**src/sv/tts_pkg.sv**
```systemverilog
// shared types, character codes and character class helpers for the token splitter
// no dependencies
package tts_pkg;

  typedef enum logic [2:0] {
    CLS_NONE  = 3'd0,
    CLS_WORD  = 3'd1,
    CLS_UNDER = 3'd2,
    CLS_NUM   = 3'd3,
    CLS_WS    = 3'd4,
    CLS_CR    = 3'd5,
    CLS_ESC   = 3'd6
  } token_class_t;

  localparam logic [7:0] CH_APOS   = 8'h27;
  localparam logic [7:0] CH_PERIOD = 8'h2E;
  localparam logic [7:0] CH_COMMA  = 8'h2C;
  localparam logic [7:0] CH_BSLASH = 8'h5C;
  localparam logic [7:0] CH_TAB    = 8'h09;
  localparam logic [7:0] CH_LF     = 8'h0A;
  localparam logic [7:0] CH_CR     = 8'h0D;
  localparam logic [7:0] CH_UNDER  = 8'h5F;
  localparam logic [7:0] CH_SPACE  = 8'h20;
  localparam logic [7:0] CH_NONE   = 8'h00;

  // one result byte
  typedef struct packed {
    logic [7:0] ch;
    logic       start;
    logic       last;
  } res_t;

  // everything one request produces: results and the next tokeniser state
  typedef struct packed {
    logic [1:0]   n;
    res_t         r0;
    res_t         r1;
    token_class_t cls;
    logic [7:0]   first;
    logic [7:0]   pend;
  } step_t;

  function automatic logic is_letter(input logic [7:0] c);
    return (c >= 8'h41 && c <= 8'h5A) || (c >= 8'h61 && c <= 8'h7A);
  endfunction

  function automatic logic is_digit(input logic [7:0] c);
    return c >= 8'h30 && c <= 8'h39;
  endfunction

  function automatic logic is_space(input logic [7:0] c);
    return (c >= CH_TAB && c <= CH_CR) || c == CH_SPACE;
  endfunction

  function automatic logic is_wordish(input logic [7:0] c);
    return is_letter(c) || c == CH_UNDER;
  endfunction

  // class of a token that opens with byte c
  function automatic token_class_t open_class(input logic [7:0] c);
    token_class_t k;
    if (is_letter(c)) k = CLS_WORD;
    else if (c == CH_UNDER) k = CLS_UNDER;
    else if (is_digit(c)) k = CLS_NUM;
    else if (c == CH_BSLASH) k = CLS_ESC;
    else if (c == CH_CR) k = CLS_CR;
    else if (c == CH_TAB || c == CH_LF) k = CLS_NONE;
    else if (is_space(c)) k = CLS_WS;
    else k = CLS_NONE;
    return k;
  endfunction

endpackage

```
**src/sv/tts_step.sv**
```systemverilog
// token decision logic: one registered request plus current state gives up to two results
// depends on tts_pkg
module tts_step (
  input  logic [7:0]           ch,
  input  logic                 eos,
  input  tts_pkg::token_class_t cls,
  input  logic [7:0]           first,
  input  logic [7:0]           pend,
  output tts_pkg::step_t       step
);
  import tts_pkg::*;

  logic joins;

  always_comb begin
    joins = (cls == CLS_NUM) ? is_digit(ch) : is_wordish(ch);

    step       = '0;
    step.cls   = cls;
    step.first = first;
    step.pend  = pend;

    if (eos) begin
      if (pend != CH_NONE) begin
        step.n  = 2'd1;
        step.r0 = '{ch: pend, start: 1'b1, last: 1'b1};
      end
      step.pend = CH_NONE;
      step.cls  = CLS_NONE;
    end else if (pend != CH_NONE) begin
      // held byte is decided by this one
      step.n    = 2'd2;
      step.r0   = '{ch: pend, start: !joins, last: 1'b0};
      step.r1   = '{ch: ch, start: !joins, last: 1'b1};
      step.pend = CH_NONE;
      if (!joins) begin
        step.cls   = open_class(ch);
        step.first = ch;
      end
    end else begin
      step.n  = 2'd1;
      step.r0 = '{ch: ch, start: 1'b1, last: 1'b1};
      case (cls)
        CLS_WORD, CLS_UNDER: begin
          if (is_wordish(ch)) begin
            step.r0.start = 1'b0;
          end else if (cls == CLS_WORD && ch == CH_APOS) begin
            step.n    = 2'd0;
            step.r0   = '0;
            step.pend = ch;
          end else begin
            step.cls   = open_class(ch);
            step.first = ch;
          end
        end
        CLS_NUM: begin
          if (is_digit(ch)) begin
            step.r0.start = 1'b0;
          end else if (ch == CH_PERIOD || ch == CH_COMMA) begin
            step.n    = 2'd0;
            step.r0   = '0;
            step.pend = ch;
          end else begin
            step.cls   = open_class(ch);
            step.first = ch;
          end
        end
        CLS_WS: begin
          if (ch == first) begin
            step.r0.start = 1'b0;
          end else begin
            step.cls   = open_class(ch);
            step.first = ch;
          end
        end
        CLS_CR: begin
          if (ch == CH_LF) begin
            step.r0.start = 1'b0;
            step.cls      = CLS_NONE;
          end else begin
            step.cls   = open_class(ch);
            step.first = ch;
          end
        end
        CLS_ESC: begin
          step.r0.start = 1'b0;
          step.cls      = CLS_NONE;
        end
        default: begin
          step.cls   = open_class(ch);
          step.first = ch;
        end
      endcase
    end
  end

endmodule

```
**src/sv/tts_out_buf.sv**
```systemverilog
// two-slot result register that drains one result per cycle onto the master stream while m_axis_tready is high
// depends on tts_pkg
module tts_out_buf (
  input  logic           clk,
  input  logic           rst,
  input  logic           load,
  input  tts_pkg::step_t step,
  output logic           space,
  output logic [7:0]     m_axis_tdata,  // out_char
  output logic           m_axis_tuser,  // token_start
  output logic           m_axis_tlast,
  output logic           m_axis_tvalid,
  input  logic           m_axis_tready
);
  import tts_pkg::*;

  logic [1:0] cnt;
  res_t       slot0;
  res_t       slot1;
  logic       pop;

  assign m_axis_tvalid = cnt != 2'd0;
  assign pop           = m_axis_tvalid && m_axis_tready;
  assign space         = (cnt == 2'd0) || (cnt == 2'd1 && m_axis_tready);
  assign m_axis_tdata  = slot0.ch;
  assign m_axis_tuser  = slot0.start;
  assign m_axis_tlast  = slot0.last;

  always_ff @(posedge clk) begin
    if (rst) begin
      cnt <= 2'd0;
    end else if (load) begin
      cnt <= step.n;
    end else if (pop) begin
      cnt <= cnt - 2'd1;
    end
  end

  always_ff @(posedge clk) begin
    if (load) begin
      slot0 <= step.r0;
      slot1 <= step.r1;
    end else if (pop) begin
      slot0 <= slot1;
    end
  end

endmodule

```
**src/sv/text_token_splitter_top.sv**
```systemverilog
// text token splitter: re-emits each byte with a token-start flag
// path: a request is registered, then decided into the result register that drives m_axis
// throughput: one byte per cycle while m_axis_tready is high; a byte that releases a held
// separator gives two results and holds the input until the first has drained; a held separator gives no result
// reset (rst, synchronous, active high): no open token, nothing held, both stages empty
module text_token_splitter_top (
  input  logic       clk,
  input  logic       rst,
  input  logic [7:0] s_axis_tdata,   // in_char
  input  logic       s_axis_tuser,   // end_of_stream
  input  logic       s_axis_tvalid,
  output logic       s_axis_tready,
  output logic [7:0] m_axis_tdata,   // out_char
  output logic       m_axis_tuser,   // token_start
  output logic       m_axis_tlast,   // last result of this request
  output logic       m_axis_tvalid,
  input  logic       m_axis_tready
);
  import tts_pkg::*;

  // input register: decouples the slave side from the result register
  logic       in_valid;
  logic [7:0] in_char;
  logic       in_eos;
  logic       in_take;

  // tokeniser state
  token_class_t cls;
  logic [7:0]   first;
  logic [7:0]   pend;

  step_t step;
  logic  space;

  // the registered request moves on once the result register has room for its results
  assign in_take       = in_valid && space;
  assign s_axis_tready = !in_valid || in_take;

  always_ff @(posedge clk) begin
    if (rst) begin
      in_valid <= 1'b0;
    end else if (s_axis_tready) begin
      in_valid <= s_axis_tvalid;
    end
  end

  always_ff @(posedge clk) begin
    if (s_axis_tready && s_axis_tvalid) begin
      in_char <= s_axis_tdata;
      in_eos  <= s_axis_tuser;
    end
  end

  tts_step u_step (
    .ch    (in_char),
    .eos   (in_eos),
    .cls   (cls),
    .first (first),
    .pend  (pend),
    .step  (step)
  );

  // state advances together with the load of the results
  always_ff @(posedge clk) begin
    if (rst) begin
      cls   <= CLS_NONE;
      first <= CH_NONE;
      pend  <= CH_NONE;
    end else if (in_take) begin
      cls   <= step.cls;
      first <= step.first;
      pend  <= step.pend;
    end
  end

  tts_out_buf u_out_buf (
    .clk           (clk),
    .rst           (rst),
    .load          (in_take),
    .step          (step),
    .space         (space),
    .m_axis_tdata  (m_axis_tdata),
    .m_axis_tuser  (m_axis_tuser),
    .m_axis_tlast  (m_axis_tlast),
    .m_axis_tvalid (m_axis_tvalid),
    .m_axis_tready (m_axis_tready)
  );

  // a held byte only ever sits inside a letter-led token or a number
  a_pend_class : assert property (@(posedge clk) disable iff (rst)
    pend != CH_NONE |-> (cls == CLS_WORD || cls == CLS_NUM))
    else $error("held byte outside a word or number token");

  // end of stream always closes the open token and flushes out any held byte
  a_eos_close : assert property (@(posedge clk) disable iff (rst)
    in_take && in_eos |=> (cls == CLS_NONE && pend == CH_NONE))
    else $error("end of stream left token state open");

  // a stalled request stays in the input register unchanged
  a_in_hold : assert property (@(posedge clk) disable iff (rst)
    in_valid && !in_take |=> in_valid && $stable(in_char) && $stable(in_eos))
    else $error("registered request lost while stalled");

endmodule

```
**config.mk**
```make
export PLATFORM = sky130hd
export DESIGN_NAME = text_token_splitter_top
export DESIGN_NICKNAME = d
export VERILOG_FILES = /design/src/sv/tts_pkg.sv /design/src/sv/tts_step.sv /design/src/sv/tts_out_buf.sv /design/src/sv/text_token_splitter_top.sv
export SDC_FILE = /design/constraint.sdc
export NUM_CORES = 1
export LEC_CHECK = 0
export CELL_PAD_IN_SITES_DETAIL_PLACEMENT = 0
export CELL_PAD_IN_SITES_GLOBAL_PLACEMENT = 1
export CORE_MARGIN = 4
export CORE_UTILIZATION = 44
export CTS_CLUSTER_SIZE = 14
export DETAILED_ROUTE_END_ITERATION = 6
export DONT_BUFFER_PORTS = 1
export PLACE_DENSITY_LB_ADDON = 0.1
export SKIP_LAST_GASP = 1
export SYNTH_ARGS = -nofsm -noshare
export SYNTH_HDL_FRONTEND = slang
export SYNTH_SLANG_ARGS = --single-unit
```
**constraint.sdc**
```tcl
create_clock -name clk -period 2.6 [get_ports clk]
set_input_delay 0.26 -clock clk [delete_from_list [all_inputs] [get_ports clk]]
set_output_delay 0.26 -clock clk [all_outputs]
set_load 0.01 [all_outputs]
```
==> impl_metrics.py <==
metrics = {
    "outcome": {
        "status": "complete, no violations",
    },
    "worst_setup_path": {
        "cpMaxStageDelayCell": "edfxtp_1",
        "worstSetupPathType": "register to register",
        "cpPeakStageDelay_ns": 0.61,
        "crit_fanout": 10,
        "reg2reg_depth": 7,
        "reg2reg_slack_ns": 0.25,
        "startpoint_type": "register",
        "worstPathRequired_ns": 2.81,
        "path_cells": "xor2_1, nor3_1, nand4_1, or3_1, nand3_1, and3_1, mux2_1",
        "crit_arrival_ns": 2.56,
        "crit_path_end_kind": "register",
    },
    "synth": {
        "synth_cell_types": 46,
        "syn_inst": 271,
        "synthArstFlopShare_pct": 0,
        "synthFlopType": "edfxtp_1",
        "synth_seq_area_share_pct": 49.8,
        "synth_top_area_share_pct": 33.1,
        "syn_nets": 286,
        "syn_avg_cell_area_um2": 9.71,
        "yosys_warnings": 0,
        "synth-seq-cells": 51,
        "ys_top_cells_by_area": "edfxtp_1 33%, dfxtp_1 17%, nand2b_1 4.3%, nand2_1 3.9%, a21oi_1 3.8%",
        "synth-edff-count": 29,
        "synth_area_um2": 2630,
        "yosys.area.top_type": "edfxtp_1",
    },
    "placement": {
        "dp_slack_ns": 0.0482,
        "place_congestion": 0.793,
        "place_hpwl_mm": 4.06,
        "io_buffers": 0,
    },
    "power_and_ir_drop": {
        "p_clk_share_pct": 26.5,
        "pwr_density_cell_nw_per_um2": 633,
        "vdd_drop_max_mv": 0.339,
        "switching_share_pct": 30.4,
        "pwr-share-seq_pct": 54.9,
        "combPwrFrac_pct": 18.6,
        "intPower_w": 0.00129,
        "p_sw_w": 0.000564,
        "power_leakage_nw": 1.10,
        "finalPower_w": 0.00185,
    },
    "cts": {
        "clkLatencyLatePin_ns": 0.31,
        "cts_buffers": 5,
        "clockRootBuffer": "clkbuf_8",
        "cts_resized": 0,
        "numClockSinks": 51,
        "clk_pin_slew_worst_paths_ns": 0.10,
        "cts_tree": "yes",
        "htree_num_levels": 2,
        "cts_buffer_depth": 2,
    },
    "flow_run": {
        "cap_violations": 0,
    },
    "die": {
        "io_pins": 25,
        "fp.dieH_um": 85.3,
        "start_util_pct": 46.6,
        "die-area_um2": 7280,
        "core_area_um2": 5640,
        "rows": 27,
        "die_x_um": 85.3,
    },
    "timing": {
        "setup_viol": 0,
        "drv_slew": 0,
        "period_needed_ns": 2.35,
        "tightest_slew_ns": 0.500,
        "rsz0062_at_grt": "no",
        "holdWs_ns": 0.0295,
        "fin_crit_sh_pct": 90.4,
        "relSlewSlack_pct": 66.4,
        "fmax_mhz": 425,
        "finalHoldViolations": 0,
        "setup_ws_ns": 0.249,
        "fin_skew_ns": 0.0109,
        "setup_tns_ns": 0,
    },
    "final_layout": {
        "antenna_cells": 0,
        "drive_above_1_share_pct": 11.7,
        "area_delta_synth_final_pct": 11.3,
        "num-nets-final": 295,
        "fin_util_pct": 51.9,
    },
    "routing": {
        "postRouteAntennaNets": 0,
        "vias": 1970,
        "dr.pass1.iters": 4,
        "vias_per_cell": 5.58,
        "drt-total-wl_mm": 6.08,
        "drt_iter0_drc": 167,
        "routedWlPerCell_um": 17.2,
        "drc": 0,
    },
    "global_route": {
        "track_usage_pct": 17.4,
        "grt_pass1_wl_mm": 9.92,
        "grt_max_degree": 27,
        "grt_pass1_vias": 1900,
        "antenna_found_initial": 0,
        "grt_overflow": 0,
    },
    "min_path": {
        "hold_depth": 1,
        "hold_path_class": "primary input to register",
    },
}
==> synthesized netlist by cell type, drive strengths merged, types with 4 or more instances <==
cell type,instances
mux2i,10
xor2,7
nor3b,5
inv,7
and3,4
nor4,6
clkbuf,17
nor2b,5
nand2,27
edfxtp,29
nor2,19
dfxtp,22
o21ai,11
a21oi,20
buf,4
and2,14
nor3,4
a22oi,4
nand2b,18
==> path summary, 6_finish.rpt <==
kind | start | endpoint
worst min-delay path | rst | u_out_buf.cnt[1]$_SDFFE_PP0P_
worst min register to register | first[2]$_SDFFE_PP0P_ | first[2]$_SDFFE_PP0P_
worst max register to register | in_char[6]$_DFFE_PP_ | cls[0]$_SDFFE_PP0P_
worst max-delay path | in_char[6]$_DFFE_PP_ | cls[0]$_SDFFE_PP0P_
==> metal layers <==
layer | GRT usage, % | wire (µm)
met5 | 0 | 0
met4 | 3.88 | 63
met3 | 3.50 | 224
met2 | 29.0 | 3000
met1 | 23.2 | 2800
==> per-stage QoR <==
stage               instances  cell area, µm²
floorplan                 271            2630
global placement          337            2750
detailed placement        337            2750
CTS                       347            2870
global route              353            2930
finish                    353            2930
==> flip-flops by register name, summed over array words and instances, names as in the netlist <==
signal                  flops
first                       8
u_out_buf.cnt               2
pend                        8
cls                         3
u_out_buf.m_axis_tlast      1
u_out_buf.slot1            10
in_eos                      1
in_valid                    1
in_char                     8
u_out_buf.m_axis_tdata      8
u_out_buf.m_axis_tuser      1
==> area by class of cell <==
type / instances / area [µm²]
clock buffers: 5 / 68.8
clock inverters: 3 / 28.8
fillers: 521 / 2710
inverters: 8 / 30.0
multi-input cells: 191 / 1210
flip-flops and latches: 51 / 1310
well taps: 72 / 90.1
repair buffers: 23 / 193
==> layout by cell type (no fill, tap or decap), types with 2 or more instances in the layout <==
| cell type | instances |
|---|---|
| nand4_1 | 3 |
| clkbuf_8 | 5 |
| a211o_1 | 3 |
| xor2_1 | 7 |
| inv_1 | 7 |
| dfxtp_1 | 22 |
| and2_1 | 14 |
| xnor2_1 | 3 |
| nor3_1 | 4 |
| nor2b_1 | 5 |
| nor4_1 | 6 |
| mux2i_1 | 10 |
| nor3b_1 | 5 |
| mux2_1 | 2 |
| a211oi_1 | 3 |
| dlygate4sd3_1 | 3 |
| and3_1 | 4 |
| a22oi_1 | 4 |
| edfxtp_1 | 29 |
| a21oi_1 | 20 |
| nor2_1 | 18 |
| nand3_1 | 3 |
| ha_1 | 2 |
| nand2_1 | 27 |
| o21ai_0 | 9 |
| o211a_1 | 2 |
| nand2b_1 | 18 |
| a31oi_1 | 2 |
| buf_4 | 19 |
| clkinv_4 | 2 |
==> critical path: cells and delay by family, from the launching register on <==
| family | cells | cell delay, ns |
|---|---|---|
| XOR/XNOR | 1 | 0.23 |
| flip-flops | 1 | 0.61 |
| multiplexers | 1 | 0.34 |
| AND/OR/NAND/NOR | 5 | 1.08 |
==> power by group through the flow <==
stage                     registers [W]  clock network, W  logic, W
after floorplan                 0.00101                 0  0.000253
after global placement          0.00104                 0  0.000320
after detailed placement        0.00104                 0  0.000322
after CTS                       0.00102          0.000510  0.000328
after global routing            0.00103          0.000551  0.000387
final                           0.00102          0.000492  0.000345
==> logic make-up (layout without fill, tap and decap cells) <==
kind of cell / after synthesis / in the layout / share of synthesized area (%)
AOI/OAI and AO/OA: 53 / 53 / 13.7
xor gates and xnor gates: 10 / 10 / 3.33
adders and majority gates: 2 / 2 / 0.951
buffers and inverters: 29 / 39 / 4.33
DFF: 51 / 51 / 49.8
muxes: 12 / 12 / 4.66
and+or+nand+nor: 114 / 114 / 23.2
==> what timing repair did <==
action / in CTS / in global routing
hold buffers: 2 / 1
buffers inserted: 0 / 5
hold endpoints to repair: 4 / 2
endpoints found under the setup margin: 0 / 10
Note: power is estimated with default switching activity, not from simulation.
